**config.mk**
```make
export PLATFORM = sky130hd
export DESIGN_NAME = json_string_unescape_flat
export DESIGN_NICKNAME = d
export VERILOG_FILES = /design/src/hw/rtl/jsu_pkg.sv /design/src/hw/rtl/jsu_if.sv /design/src/hw/rtl/jsu_in_stage.sv /design/src/hw/rtl/jsu_decoder.sv /design/src/hw/rtl/jsu_out_stage.sv /design/src/hw/rtl/json_string_unescape.sv /design/src/flat_wrapper.sv
export VERILOG_INCLUDE_DIRS = /design/src /design/src/hw/rtl
export SDC_FILE = /design/constraint.sdc
export NUM_CORES = 1
export LEC_CHECK = 0
export BUFFER_PORTS_ARGS = -buffer_cell sky130_fd_sc_hd__buf_2
export CAP_MARGIN = 20
export CORE_MARGIN = 2
export CORE_UTILIZATION = 35
export DETAILED_ROUTE_END_ITERATION = 7
export GPL_ROUTABILITY_DRIVEN = 0
export PLACE_DENSITY = 0.51
export SKIP_CTS_REPAIR_TIMING = 1
export SYNTH_ARGS = -nofsm -noshare
export SYNTH_HDL_FRONTEND = slang
export SYNTH_SLANG_ARGS = --single-unit
```
**constraint.sdc**
```tcl
create_clock -name clk -period 3 [get_ports clk]
set_input_delay 0.3 -clock clk [delete_from_list [all_inputs] [get_ports clk]]
set_output_delay 0.3 -clock clk [all_outputs]
set_load 0.1 [all_outputs]
```
**src/hw/rtl/assert_macros.svh**
```systemverilog
// Assertion macros for the JSON string unescaper RTL.
// Depends on a clock named clk and a reset named rst in the including module.
`ifndef ASSERT_MACROS_SVH
`define ASSERT_MACROS_SVH

// Checked at every rising clk edge outside reset.
`define ASSERT_CLK(lbl, prop, msg) \
  lbl: assert property (@(posedge clk) disable iff (rst) prop) else $error(msg);

// Checked at every rising clk edge, reset included.
`define ASSERT_ALWAYS(lbl, prop, msg) \
  lbl: assert property (@(posedge clk) prop) else $error(msg);

`endif

```
**src/hw/rtl/jsu_pkg.sv**
```systemverilog
// Types, codes and decode functions of the JSON string unescaper.
// No dependencies; the stage, decoder and top-level RTL files import this package.
`default_nettype none

package jsu_pkg;

  typedef enum logic [1:0] {
    MODE_NORMAL  = 2'd0,
    MODE_ESCAPE  = 2'd1,
    MODE_HEX     = 2'd2,
    MODE_DISCARD = 2'd3
  } mode_t;

  localparam logic [7:0] CTRL_LIMIT = 8'h20;
  localparam logic [7:0] BACKSLASH  = 8'h5C;
  localparam logic [7:0] CHAR_U     = 8'h75;
  localparam logic [1:0] LAST_DIGIT = 2'd3;

  typedef struct packed {
    logic [7:0] in_byte;
    logic       in_last;
  } item_t;

  typedef struct packed {
    logic [23:0] out_bytes;
    logic [1:0]  out_count;
    logic        out_end;
    logic        out_error;
  } result_t;

  typedef struct packed {
    logic       ok;
    logic [3:0] val;
  } hex_t;

  typedef struct packed {
    logic       ok;
    logic [7:0] val;
  } esc_t;

  typedef struct packed {
    logic [23:0] bytes;
    logic [1:0]  count;
  } utf8_t;

  function automatic hex_t hex_value(input logic [7:0] c);
    hex_t h;
    h.ok  = 1'b1;
    h.val = 4'd0;
    if (c >= 8'h30 && c <= 8'h39) begin
      h.val = 4'(c - 8'h30);
    end else if (c >= 8'h61 && c <= 8'h66) begin
      h.val = 4'(c - 8'h57);
    end else if (c >= 8'h41 && c <= 8'h46) begin
      h.val = 4'(c - 8'h37);
    end else begin
      h.ok = 1'b0;
    end
    return h;
  endfunction

  // Simple one-byte escapes; 'u' is handled separately.
  function automatic esc_t esc_map(input logic [7:0] c);
    esc_t e;
    e.ok  = 1'b1;
    e.val = c;
    unique case (c)
      8'h22, 8'h5C, 8'h2F: e.val = c;
      8'h62: e.val = 8'h08;
      8'h66: e.val = 8'h0C;
      8'h6E: e.val = 8'h0A;
      8'h72: e.val = 8'h0D;
      8'h74: e.val = 8'h09;
      default: begin
        e.ok  = 1'b0;
        e.val = 8'h00;
      end
    endcase
    return e;
  endfunction

  function automatic utf8_t utf8_encode(input logic [15:0] cp);
    utf8_t u;
    if (cp[15:7] == 9'd0) begin
      u.bytes = {17'd0, cp[6:0]};
      u.count = 2'd1;
    end else if (cp[15:11] == 5'd0) begin
      u.bytes = {8'd0, 2'b10, cp[5:0], 3'b110, cp[10:6]};
      u.count = 2'd2;
    end else begin
      u.bytes = {2'b10, cp[5:0], 2'b10, cp[11:6], 4'b1110, cp[15:12]};
      u.count = 2'd3;
    end
    return u;
  endfunction

endpackage

`default_nettype wire

```
**src/hw/rtl/jsu_if.sv**
```systemverilog
// Valid/ready channel interfaces for raw input bytes and decoded results.
// Depends on nothing; the top level and testbench connect through these.
`default_nettype none

interface jsu_in_if;
  logic       valid;
  logic       ready;
  logic [7:0] in_byte;
  logic       in_last;
  modport source (output valid, output in_byte, output in_last, input ready);
  modport sink (input valid, input in_byte, input in_last, output ready);
endinterface

interface jsu_out_if;
  logic        valid;
  logic        ready;
  logic [23:0] out_bytes;
  logic [1:0]  out_count;
  logic        out_end;
  logic        out_error;
  modport source (output valid, output out_bytes, output out_count, output out_end,
                  output out_error, input ready);
  modport sink (input valid, input out_bytes, input out_count, input out_end,
                input out_error, output ready);
endinterface

`default_nettype wire

```
**src/hw/rtl/jsu_in_stage.sv**
```systemverilog
// Input register of the unescaper: holds one raw byte beat until decoded.
// Depends on jsu_pkg.
`default_nettype none

module jsu_in_stage (
  input  wire logic          clk,
  input  wire logic          rst,
  input  wire logic          in_valid,
  output logic               in_ready,
  input  wire jsu_pkg::item_t in_item,
  input  wire logic          step,
  output logic               held,
  output jsu_pkg::item_t     item
);
  import jsu_pkg::*;

  logic valid;

  assign in_ready = !valid || step;
  assign held     = valid;

  always_ff @(posedge clk) begin
    if (rst) begin
      valid <= 1'b0;
    end else if (in_ready) begin
      valid <= in_valid;
    end
  end

  always_ff @(posedge clk) begin
    if (in_ready && in_valid) begin
      item <= in_item;
    end
  end
endmodule

`default_nettype wire

```
**src/hw/rtl/jsu_decoder.sv**
```systemverilog
// Decode state and per-byte unescape logic of the JSON string unescaper.
// Depends on jsu_pkg and assert_macros.svh.
`default_nettype none
`include "assert_macros.svh"

module jsu_decoder (
  input  wire logic           clk,
  input  wire logic           rst,
  input  wire logic           step,
  input  wire jsu_pkg::item_t item,
  output jsu_pkg::result_t    res
);
  import jsu_pkg::*;

  mode_t       mode, mode_next;
  logic [15:0] acc, acc_next;
  logic [1:0]  seen, seen_next;

  hex_t        hex;
  esc_t        esc;
  utf8_t       utf;
  logic [15:0] acc_shift;
  logic        err;

  assign hex       = hex_value(item.in_byte);
  assign esc       = esc_map(item.in_byte);
  assign acc_shift = {acc[11:0], hex.val};
  assign utf       = utf8_encode(acc_shift);

  always_comb begin
    unique case (mode)
      MODE_NORMAL: err = (item.in_byte < CTRL_LIMIT) ||
                         (item.in_byte == BACKSLASH && item.in_last);
      MODE_ESCAPE: err = (item.in_byte == CHAR_U) ? item.in_last : !esc.ok;
      MODE_HEX:    err = !hex.ok || (seen != LAST_DIGIT && item.in_last);
      default:     err = 1'b0;
    endcase
  end

  always_comb begin
    mode_next = mode;
    acc_next  = acc;
    seen_next = seen;
    unique case (mode)
      MODE_NORMAL: begin
        if (item.in_byte == BACKSLASH) mode_next = MODE_ESCAPE;
      end
      MODE_ESCAPE: begin
        mode_next = MODE_NORMAL;
        if (item.in_byte == CHAR_U) begin
          mode_next = MODE_HEX;
          acc_next  = 16'd0;
          seen_next = 2'd0;
        end
      end
      MODE_HEX: begin
        if (hex.ok) begin
          acc_next = acc_shift;
          if (seen == LAST_DIGIT) begin
            mode_next = MODE_NORMAL;
            seen_next = 2'd0;
          end else begin
            seen_next = seen + 2'd1;
          end
        end
      end
      default: mode_next = mode;
    endcase
    if (err) mode_next = MODE_DISCARD;
    if (item.in_last) begin
      mode_next = MODE_NORMAL;
      acc_next  = 16'd0;
      seen_next = 2'd0;
    end
  end

  always_comb begin
    res           = '0;
    res.out_end   = item.in_last;
    res.out_error = err;
    if (!err) begin
      unique case (mode)
        MODE_NORMAL: begin
          if (item.in_byte != BACKSLASH) begin
            res.out_bytes = {16'd0, item.in_byte};
            res.out_count = 2'd1;
          end
        end
        MODE_ESCAPE: begin
          if (esc.ok) begin
            res.out_bytes = {16'd0, esc.val};
            res.out_count = 2'd1;
          end
        end
        MODE_HEX: begin
          if (seen == LAST_DIGIT) begin
            res.out_bytes = utf.bytes;
            res.out_count = utf.count;
          end
        end
        default: res.out_count = 2'd0;
      endcase
    end
  end

  always_ff @(posedge clk) begin
    if (rst) begin
      mode <= MODE_NORMAL;
      acc  <= 16'd0;
      seen <= 2'd0;
    end else if (step) begin
      mode <= mode_next;
      acc  <= acc_next;
      seen <= seen_next;
    end
  end

  `ASSERT_CLK(a_last_resets, step && item.in_last |=> mode == MODE_NORMAL && seen == 2'd0 && acc == 16'd0, "state not cleared after last byte")
  `ASSERT_CLK(a_hold_idle, !step |=> $stable(mode) && $stable(seen) && $stable(acc), "state moved without a beat")
  `ASSERT_CLK(a_err_discard, step && res.out_error && !item.in_last |=> mode == MODE_DISCARD, "error did not start discarding")
endmodule

`default_nettype wire

```
**src/hw/rtl/jsu_out_stage.sv**
```systemverilog
// Result register of the unescaper: holds one decoded beat until taken.
// Depends on jsu_pkg.
`default_nettype none

module jsu_out_stage (
  input  wire logic             clk,
  input  wire logic             rst,
  input  wire logic             held,
  input  wire jsu_pkg::result_t res_in,
  output logic                  step,
  output logic                  out_valid,
  input  wire logic             out_ready,
  output jsu_pkg::result_t      res
);
  import jsu_pkg::*;

  logic free;

  assign free = !out_valid || out_ready;
  assign step = held && free;

  always_ff @(posedge clk) begin
    if (rst) begin
      out_valid <= 1'b0;
    end else if (free) begin
      out_valid <= held;
    end
  end

  always_ff @(posedge clk) begin
    if (step) begin
      res <= res_in;
    end
  end
endmodule

`default_nettype wire

```
**src/hw/rtl/json_string_unescape.sv**
```systemverilog
// Top level of the JSON string unescaper: input register, decoder, result register.
// Depends on jsu_pkg, jsu_if, jsu_in_stage, jsu_decoder and jsu_out_stage.
//
//   channel   direction  payload                                      beats
//   raw       in         in_byte[7:0], in_last                        one per raw byte
//   decoded   out        out_bytes[23:0], out_count[1:0], out_end,    one per raw byte
//                        out_error
//
// Each raw byte yields exactly one decoded beat, via the input and result registers.
// One beat per cycle is sustained while decoded is ready; the decode of a byte sits
// between the two registers and depends on the state left by the previous byte.
// Synchronous reset clears both stage valids and returns the decoder to normal mode.
// A stall on decoded holds the result register, then the input register, then raw.
`default_nettype none

module json_string_unescape (
  input wire logic  clk,
  input wire logic  rst,
  jsu_in_if.sink    raw,
  jsu_out_if.source decoded
);
  import jsu_pkg::*;

  item_t   in_item, item;
  result_t res_dec, res;
  logic    step, held;

  assign in_item.in_byte = raw.in_byte;
  assign in_item.in_last = raw.in_last;

  jsu_in_stage u_in (
    .clk      (clk),
    .rst      (rst),
    .in_valid (raw.valid),
    .in_ready (raw.ready),
    .in_item  (in_item),
    .step     (step),
    .held     (held),
    .item     (item)
  );

  jsu_decoder u_dec (
    .clk  (clk),
    .rst  (rst),
    .step (step),
    .item (item),
    .res  (res_dec)
  );

  jsu_out_stage u_out (
    .clk       (clk),
    .rst       (rst),
    .held      (held),
    .res_in    (res_dec),
    .step      (step),
    .out_valid (decoded.valid),
    .out_ready (decoded.ready),
    .res       (res)
  );

  assign decoded.out_bytes = res.out_bytes;
  assign decoded.out_count = res.out_count;
  assign decoded.out_end   = res.out_end;
  assign decoded.out_error = res.out_error;
endmodule

`default_nettype wire

```
**src/flat_wrapper.sv**
```systemverilog
// flat-port wrapper written by rule: the top's interface ports become plain ports
module json_string_unescape_flat import jsu_pkg::*;
  (clk, rst, raw_valid, raw_in_byte, raw_in_last, raw_ready, decoded_valid, decoded_out_bytes, decoded_out_count, decoded_out_end, decoded_out_error, decoded_ready);
  jsu_in_if raw_i ();
  jsu_out_if decoded_i ();
  input wire logic clk;
  input wire logic rst;
  input wire logic [$bits(raw_i.valid)-1:0] raw_valid;
  input wire logic [$bits(raw_i.in_byte)-1:0] raw_in_byte;
  input wire logic [$bits(raw_i.in_last)-1:0] raw_in_last;
  output wire logic [$bits(raw_i.ready)-1:0] raw_ready;
  output wire logic [$bits(decoded_i.valid)-1:0] decoded_valid;
  output wire logic [$bits(decoded_i.out_bytes)-1:0] decoded_out_bytes;
  output wire logic [$bits(decoded_i.out_count)-1:0] decoded_out_count;
  output wire logic [$bits(decoded_i.out_end)-1:0] decoded_out_end;
  output wire logic [$bits(decoded_i.out_error)-1:0] decoded_out_error;
  input wire logic [$bits(decoded_i.ready)-1:0] decoded_ready;
  assign raw_i.valid = raw_valid;
  assign raw_i.in_byte = raw_in_byte;
  assign raw_i.in_last = raw_in_last;
  assign raw_ready = raw_i.ready;
  assign decoded_valid = decoded_i.valid;
  assign decoded_out_bytes = decoded_i.out_bytes;
  assign decoded_out_count = decoded_i.out_count;
  assign decoded_out_end = decoded_i.out_end;
  assign decoded_out_error = decoded_i.out_error;
  assign decoded_i.ready = decoded_ready;
  json_string_unescape u_core (.clk(clk), .rst(rst), .raw(raw_i), .decoded(decoded_i));
endmodule
```
# After elaboration in Yosys (flattened, before gate mapping)
# Cells that the tools add are included.
# word_totals
out_inout_bits	30
input_bits	13
reg_bits	55
word_cells	98
# classes
n_lt_le_gt_ge	7
n_reduce_logical	24
n_mux	33
eq_ne	19
add_sub_neg	4
# ops
op	count
$mux W26	3
$pmux W24 S3	1
$eq A8 B7 Y1 const B	7
$pmux W8 S6	1
$mux W12	3
$pmux W12 S2	1
$mux W10	2
$mux W2	10
$eq A8 B6 Y1 const B	2
$ge A8 B7 Y1 const B	2
$le A8 B7 Y1 const B	2
$mux W4	3
$ne A4 B3 Y1 const B	3
$pmux W2 S3	2
$logic_not A9 Y1	1
$ge A8 B6 Y1 const B	1
$le A8 B6 Y1 const B	1
$lt A8 B6 Y1 const B	1
$ne A8 B7 Y1 const B	1
$reduce_or A8 Y1	1
$sub A4 B3 Y4 const B	2
$logic_and A1 B1 Y1	7
$ne A3 B2 Y1 const B	2
$logic_not A5 Y1	1
16 further kinds	27

# Logic depth before layout (Yosys ltp)
# Gate-level depths: netlist (run 1).
# logic_depth
word_depth	10
mapped_depth	10
mapped_depth_nobuf	8

# Hierarchy
# A second synthesis (run 1) with hierarchy kept.
# hier_totals
hier_cells	255
hier_area_um2	2894.0
# modules_own_cells
module	area_per_inst_um2	seq_area_each_um2	cells_each	n_inst
jsu_decoder	1672.9	320.3	208	1
jsu_out_stage	895.9	860.8	33	1
jsu_in_stage	325.3	290.3	14	1

# Worst setup path after synthesis (run 1)
# No wires, ideal clock.
# synth_timing
path_type	reg2reg
startpoint	register u_core.u_out.out_valid
endpoint	register u_core.u_dec.acc[0]
path_slack_ps	-176
synth_period_minus_slack_ps	3176
setup_ps	117
n_path_buf	1
stages_incl_launch_ff	6
arrival_time_ps	3060
required_ps	2883
cell_sequence	dfxtp_1 -> nor2b_1 -> nor2b_1 -> a21oi_1 -> clkbuf_1 -> a22o_1
# synth_between
elab_chain_cells	4
# synth_rtl
element	line_no	text
start, declared	jsu_out_stage.sv:11	output logic out_valid,
start signal, assigned	jsu_out_stage.sv:26	out_valid <= held;
$logic_not A1 Y1	jsu_out_stage.sv:19	assign free = !out_valid || out_ready;
$logic_or A1 B1 Y1	jsu_out_stage.sv:19	
$logic_and A1 B1 Y1	jsu_out_stage.sv:20	assign step = held && free;
via u_core.step	json_string_unescape.sv:26	logic step, held;
$reduce_and A4 Y1 (no source line)	n/a	
end signal, assigned	jsu_decoder.sv:113	acc <= acc_next;
end, declared	jsu_decoder.sv:16	logic [15:0] acc, acc_next;
# The timed path passes the listed nets, and every way through them passes these cells.
# A chain may end at the register's enable or synchronous reset.

# Final worst setup path (run 1)
# layout_timing
startpoint	register, netlist name u_core.u_in.item[1]
endpoint	register, netlist name u_core.u_out.res[16]
# layout_between
elab_chain_cells	8
elab_cells_between_ends	31
classes_between	7 x order compare; 9 x eq/ne; 6 x mux; 9 x reduce/logical
# layout_rtl
element	line_no	text
$ge A8 B7 Y1 / $le A8 B7 Y1 (equally long branches)	jsu_pkg.sv:54	end else if (c >= 8'h41 && c <= 8'h46) begin
$logic_and A1 B1 Y1	jsu_pkg.sv:54	
$mux W1	jsu_pkg.sv:54	
$mux W1	jsu_pkg.sv:52	end else if (c >= 8'h61 && c <= 8'h66) begin
$mux W1	jsu_pkg.sv:50	if (c >= 8'h30 && c <= 8'h39) begin
$logic_not A1 Y1	jsu_decoder.sv:35	MODE_HEX: err = !hex.ok || (seen != LAST_DIGIT && item.in_last);
$logic_or A1 B1 Y1	jsu_decoder.sv:35	
$pmux W1 S3 (*)	jsu_decoder.sv:31	unique case (mode)
# Every way passes the cells marked *; elsewhere a longest branch is shown, timed or not.

==> results.toml, run 1 <==
[setup_path]
cp_num_buf_inv = 2
arrival_ps = 2870
ff2ff_path_depth = 9
crit_type = "reg -> reg"
crit_required_ps = 3070
cp_top_family = "simple AND/OR/NAND/NOR gates"
end_kind = "flop"
crit_start = "u_core.u_in.item[1]$_DFFE_PP_"
worst-path-max-fanout = 11
max_stage_delay_ps = 520
r2r_slack_ps = 200
crit_chain = "buf_4 -> ha_1 -> or2_2 -> a22oi_1 -> o21ai_0 -> o2111ai_4 -> nand2b_1 -> buf_4 -> nor2_4"
cp_slowest_cell = "nand2b_1"
r2r-start = "u_core.u_in.item[1]$_DFFE_PP_"
path_common_cell = "buf_4"
startpoint_type = "flop"
critical_path_depth = 9

[sta]
finalSetupTns_ps = 0
fin_crit_ps = 2805
worst_clock_skew_ps = 6.952
finalHoldViolations = 0
drv_slew = 0
post-route-period-util_pct = 93.48
fmax_mhz = 356.6
relSlewSlack_pct = 56.55
setup_viol = 0
rsz0062_at_grt = "no"
tightest_slew_ps = 645.8

[global_routing]
grt_pass1_vias = 1945
antenna_found_initial = 0
grtUsageTotal_pct = 15.02
grt_max_degree = 30
grt_overflow_total = 0
grt_pass1_wl_mm = 10.23

[floorplan]
start_util_pct = 36.07
fp.dieH_um = 93.01
rows = 32
io_pins = 43
coreArea_um2 = 7687
dieArea_um2 = 8650
die_w_um = 93.01

[logic_synthesis]
yosys-top-cells-area = "edfxtp_1, dfxtp_1, a22o_1"
ys_seq_elements = 52
yosysWarnings = 0
synthFlopType = "edfxtp_1"
synth-edff-count = 34
netlist_instances = 248
syn_area_um2 = 2773
synth-async-reset-ratio_pct = 0
ys_seq_area_share_pct = 49.82
syn_avg_cell_area_um2 = 11.18
synth_top_area_cell = "edfxtp_1"
synth.top_cell.area_share_pct = 36.82
yosysUniqueCellTypes = 66

[detailed_routing]
wl_per_cell_um = 15.65
drt-total-wl_mm = 6.245
ant_nets = 0
drt_iter0_drc = 204
via_count = 2125
first_pass_iters = 4
viasPerCell = 5.326
drc = 0

[power]
pwr-share-seq_pct = 51.1
p_leak_nw = 1.164
switching_share_pct = 30.19
p_clk_share_pct = 31.6
p_comb_share_pct = 17.3
finalPower_mw = 1.583
power.internal_mw = 1.105
ir_worst_vdd_mv = 0.2487
p_switching_uw = 477.8
powerDensity_nw_per_um2 = 488.7

[clocking]
cts_sinks = 52
cts_root_buf = "clkbuf_8"
htreeDepth = 2
cts_buffers = 5
clk_latency_ps = 310
cts_tree = "yes"
cts_buffer_depth = 2
clk_pin_slew_ps = 100

[finish]
area_growth_pct = 16.83
antenna_cells = 0
fill_cells = 757
final_nets = 318
layout-drive-gt1-share_pct = 28.62

[placement]
numPortBuffers = 40
hpwl_mm = 4.609

[min_path]
holdCritStartpoint = "raw_in_last"
hold_path_class = "in -> reg"
holdPathStages = 1

[flow_run]
cap_violations = 0

[outcome]
status = "finished clean"
## synthesized netlist by cell type (all sizes together), types with 5 or more instances
| cell | number |
|---|---|
| edfxtp | 34 |
| nor2 | 29 |
| dfxtp | 18 |
| a22o | 16 |
| a21oi | 14 |
| nand2 | 13 |
| buf | 10 |
| a22oi | 9 |
| ha | 9 |
| nor3b | 7 |
| o21ai | 7 |
| inv | 5 |
| nand2b | 5 |
| nor3 | 5 |
## per-layer routing
metal | vias to the layer above | share of wire, % | global-route usage [%] | wire, um
met5 | - | 0 | 0 | 0
met4 | 0 | 1.0 | 3.922 | 65
met3 | 5 | 7.0 | 3.062 | 436
met2 | 78 | 44 | 22.46 | 2762
met1 | 984 | 48 | 22.16 | 2981
li1 | 1058 | - | - | -
## power groups by stage
| stage | Clock (mW) | Sequential, mW | Combinational [mW] |
|---|---|---|---|
| finish | 0.501 | 0.809 | 0.273 |
| global route | 0.534 | 0.813 | 0.288 |
| CTS | 0.517 | 0.809 | 0.274 |
| detailed placement | 0 | 0.826 | 0.274 |
| global placement | 0 | 0.826 | 0.274 |
| floorplan | 0 | 0.942 | 0.102 |
## sequential cells by signal (all words and copies together), names as in the netlist
register                cells
u_core.u_out.res           25
u_core.u_in.item            9
u_core.u_dec.acc           12
u_core.u_in.held            1
u_core.u_dec.seen           2
u_core.u_out.out_valid      1
u_core.u_dec.mode           2
## per-stage QoR
step / setup WS [ps] / area [um2] / std cells / hold WS, ps / util (%)
floorplan: 332.5 / 2779 / 249 / 372.4 / -
global placement: 273.8 / 3124 / 391 / 470.9 / 40.64
detailed placement: 207.0 / 3124 / 391 / 476.7 / 40.64
CTS: 191.9 / 3239 / 399 / 150.0 / 42.14
global route: 16.69 / 3239 / 399 / 151.6 / 42.14
finish: 195.5 / 3239 / 399 / 161.0 / 42.14
## worst paths after layout
kind / endpoint
setup / recovery: u_core.u_out.res[16]$_SDFFCE_PP0P_
hold reg to reg: u_core.u_dec.seen[1]$_SDFFE_PP0P_
setup reg to reg: u_core.u_out.res[16]$_SDFFCE_PP0P_
hold / removal: u_core.u_in.item[0]$_DFFE_PP_
## cell families after synthesis
family / synth area share [%]
multiplexers: 0.7671
AND/OR/NAND/NOR: 18.50
buffers and inverters: 3.836
adder cells (fa/ha/maj): 4.061
other: 0.1352
AO/OA/AOI/OAI: 22.56
flip-flops: 49.82
XOR/XNOR: 0.3159
## cell type report
class	instances	area (um2)	area share [%]
Inverter	5	18.77	0.5794
Clock inverter	3	46.29	1.429
Tap cell	102	127.6	3.940
Timing Repair Buffer	54	305.3	9.424
Clock buffer	5	68.82	2.124
Multi-Input combinational cell	178	1291	39.86
Sequential cell	52	1381	42.64
## placed cells by master (no fill, tap or decap), types with 3 or more instances in the layout
master     n
nor2_4     7
clkbuf_8   5
nand2b_1   5
a22o_1    16
a31oi_1    4
edfxtp_1  34
nand2_1   13
nor3b_1    6
o21ai_0    7
a21oi_1   14
buf_2     40
nor3_1     4
nor2b_1    3
nor2_1    21
buf_4     14
a22oi_1    9
inv_1      5
and2_1     4
ha_1       9
nor4_1     3
dfxtp_1   18
(Power assumes the default switching activity.)
==> run 2, diff against run 1 <==
--- a/config.mk
+++ b/config.mk
@@ -10,6 +10,7 @@
 export CAP_MARGIN = 20
 export CORE_MARGIN = 2
 export CORE_UTILIZATION = 35
+export CTS_BUF_LIST = sky130_fd_sc_hd__clkbuf_16
 export DETAILED_ROUTE_END_ITERATION = 7
 export GPL_ROUTABILITY_DRIVEN = 0
 export PLACE_DENSITY = 0.51
==> results.toml, run 2 (synthesis results as in run 1) <==
[outcome]
status = "finished clean"

[detailed_routing]
drc = 0
via_count = 2123
drt-total-wl_mm = 6.334
wl_per_cell_um = 15.87
viasPerCell = 5.321
drt_iter0_drc = 245
ant_nets = 0
first_pass_iters = 6

[global_routing]
grt_max_degree = 30
antenna_found_initial = 0
grt_pass1_vias = 1954
grtUsageTotal_pct = 15.36
grt_pass1_wl_mm = 10.35
grt_overflow_total = 0

[floorplan]
die_w_um = 93.01
rows = 32
io_pins = 43
fp.dieH_um = 93.01
start_util_pct = 36.07
coreArea_um2 = 7687
dieArea_um2 = 8650

[placement]
hpwl_mm = 4.609
dp.cells = 391
place_area_um2 = 3124
place_ws_ps = 207.0
numPortBuffers = 40

[finish]
largest_register_ffs = 25
layout-drive-gt1-share_pct = 28.62
mostFrequentLayoutCells = "buf_2, edfxtp_1, nor2_1"
stdcell_count = 399
area_growth_pct = 18.86
top_regs = "u_core.u_out.res: 25 flops, u_core.u_dec.acc: 12 flops, u_core.u_in.item: 9 flops"
fin_area_um2 = 3296
final_nets = 318
regMostFlops = "u_core.u_out.res"
utilization_pct = 42.87
fill_cells = 749
antenna_cells = 0
mostFrequentLayoutCell = "buf_2"

[min_path]
hold_path_class = "in -> reg"
holdPathStages = 1
holdPathEnd = "u_core.u_in.item[8]$_DFFE_PP_"
holdCritStartpoint = "raw_in_byte[7]"

[sta]
rsz0062_at_grt = "no"
fin_ws_ps = 185.5
finalHoldViolations = 0
finalSetupTns_ps = 0
worst_clock_skew_ps = 5.317
fmax_mhz = 355.3
fin_crit_ps = 2815
tightest_slew_ps = 611.1
hold_slack_ps = 176.2
post-route-period-util_pct = 93.82
relSlewSlack_pct = 58.88
drv_slew = 0
setup_viol = 0

[power]
p_leak_nw = 1.190
finalPower_mw = 1.749
ir_worst_vdd_mv = 0.2975
powerDensity_nw_per_um2 = 530.8

[setup_path]
r2r_slack_ps = 190
ff2ff_path_depth = 9
crit_required_ps = 3050
worst-path-max-fanout = 11
crit_type = "reg -> reg"
crit_start = "u_core.u_in.item[1]$_DFFE_PP_"
arrival_ps = 2870
end_kind = "flop"
r2r-start = "u_core.u_in.item[1]$_DFFE_PP_"
r2r_end = "u_core.u_out.res[13]$_SDFFCE_PP0P_"
startpoint_type = "flop"

[clocking]
cts_tree = "yes"
cts_sinks = 52
clk_latency_ps = 300
cts_root_buf = "clkbuf_16"
clk_pin_slew_ps = 70
cts_buffer_depth = 2
htreeDepth = 2
cts_buffers = 5

[flow_run]
cap_violations = 0
## run 2: cell counts in the layout (fill, tap and decap cells not counted)
No cell type changed its count.
## run 2: routing by layer
metal  routed length (um)  track usage, %  share of wire (%)  vias to the layer above
li1                     -               -                  -                     1057
met1                 3041           22.31                 48                      987
met2                 2801           22.58                 44                       74
met3                  418           3.304                6.6                        5
met4                   72           5.392                1.1                        0
met5                    0               0                  0                        -
## run 2: report_power, final
group	switching [mW]	internal (mW)
Combinational	0.212	0.0611
Sequential	0.0187	0.791
Clock	0.268	0.398
## run 2: final cells by class
class                           count  area (um2)  area share [%]
Timing Repair Buffer               54       305.3           9.263
Tap cell                          102       127.6           3.872
Inverter                            5       18.77          0.5695
Clock inverter                      3       46.29           1.405
Clock buffer                        5       125.1           3.797
Sequential cell                    52        1381           41.91
Multi-Input combinational cell    178        1291           39.18
## run 2: worst max path at each step
stage | end | slack [ps] | cells after the start
6_report | u_core.u_out.res[13]$_SDFFCE_PP0P_ | 190 | 9
5_1_grt | u_core.u_out.res[13]$_SDFFCE_PP0P_ | 20 | 9
4_1_cts | u_core.u_out.res[13]$_SDFFCE_PP0P_ | 200 | 9
2_1_floorplan | u_core.u_in.item[0]$_DFFE_PP_ | 330 | 3
3_5_place_dp | u_core.u_out.res[13]$_SDFFCE_PP0P_ | 210 | 9
3_3_place_gp | u_core.u_out.res[13]$_SDFFCE_PP0P_ | 270 | 9
## run 2: worst max-delay path, stage by stage, from the launching register on
cell and delay (ps):
edfxtp_1 390, buf_4 170, ha_1 260, or2_2 290, a22oi_1 130, o21ai_0 200, o2111ai_4 230, nand2b_1 520
buf_4 330, nor2_4 50
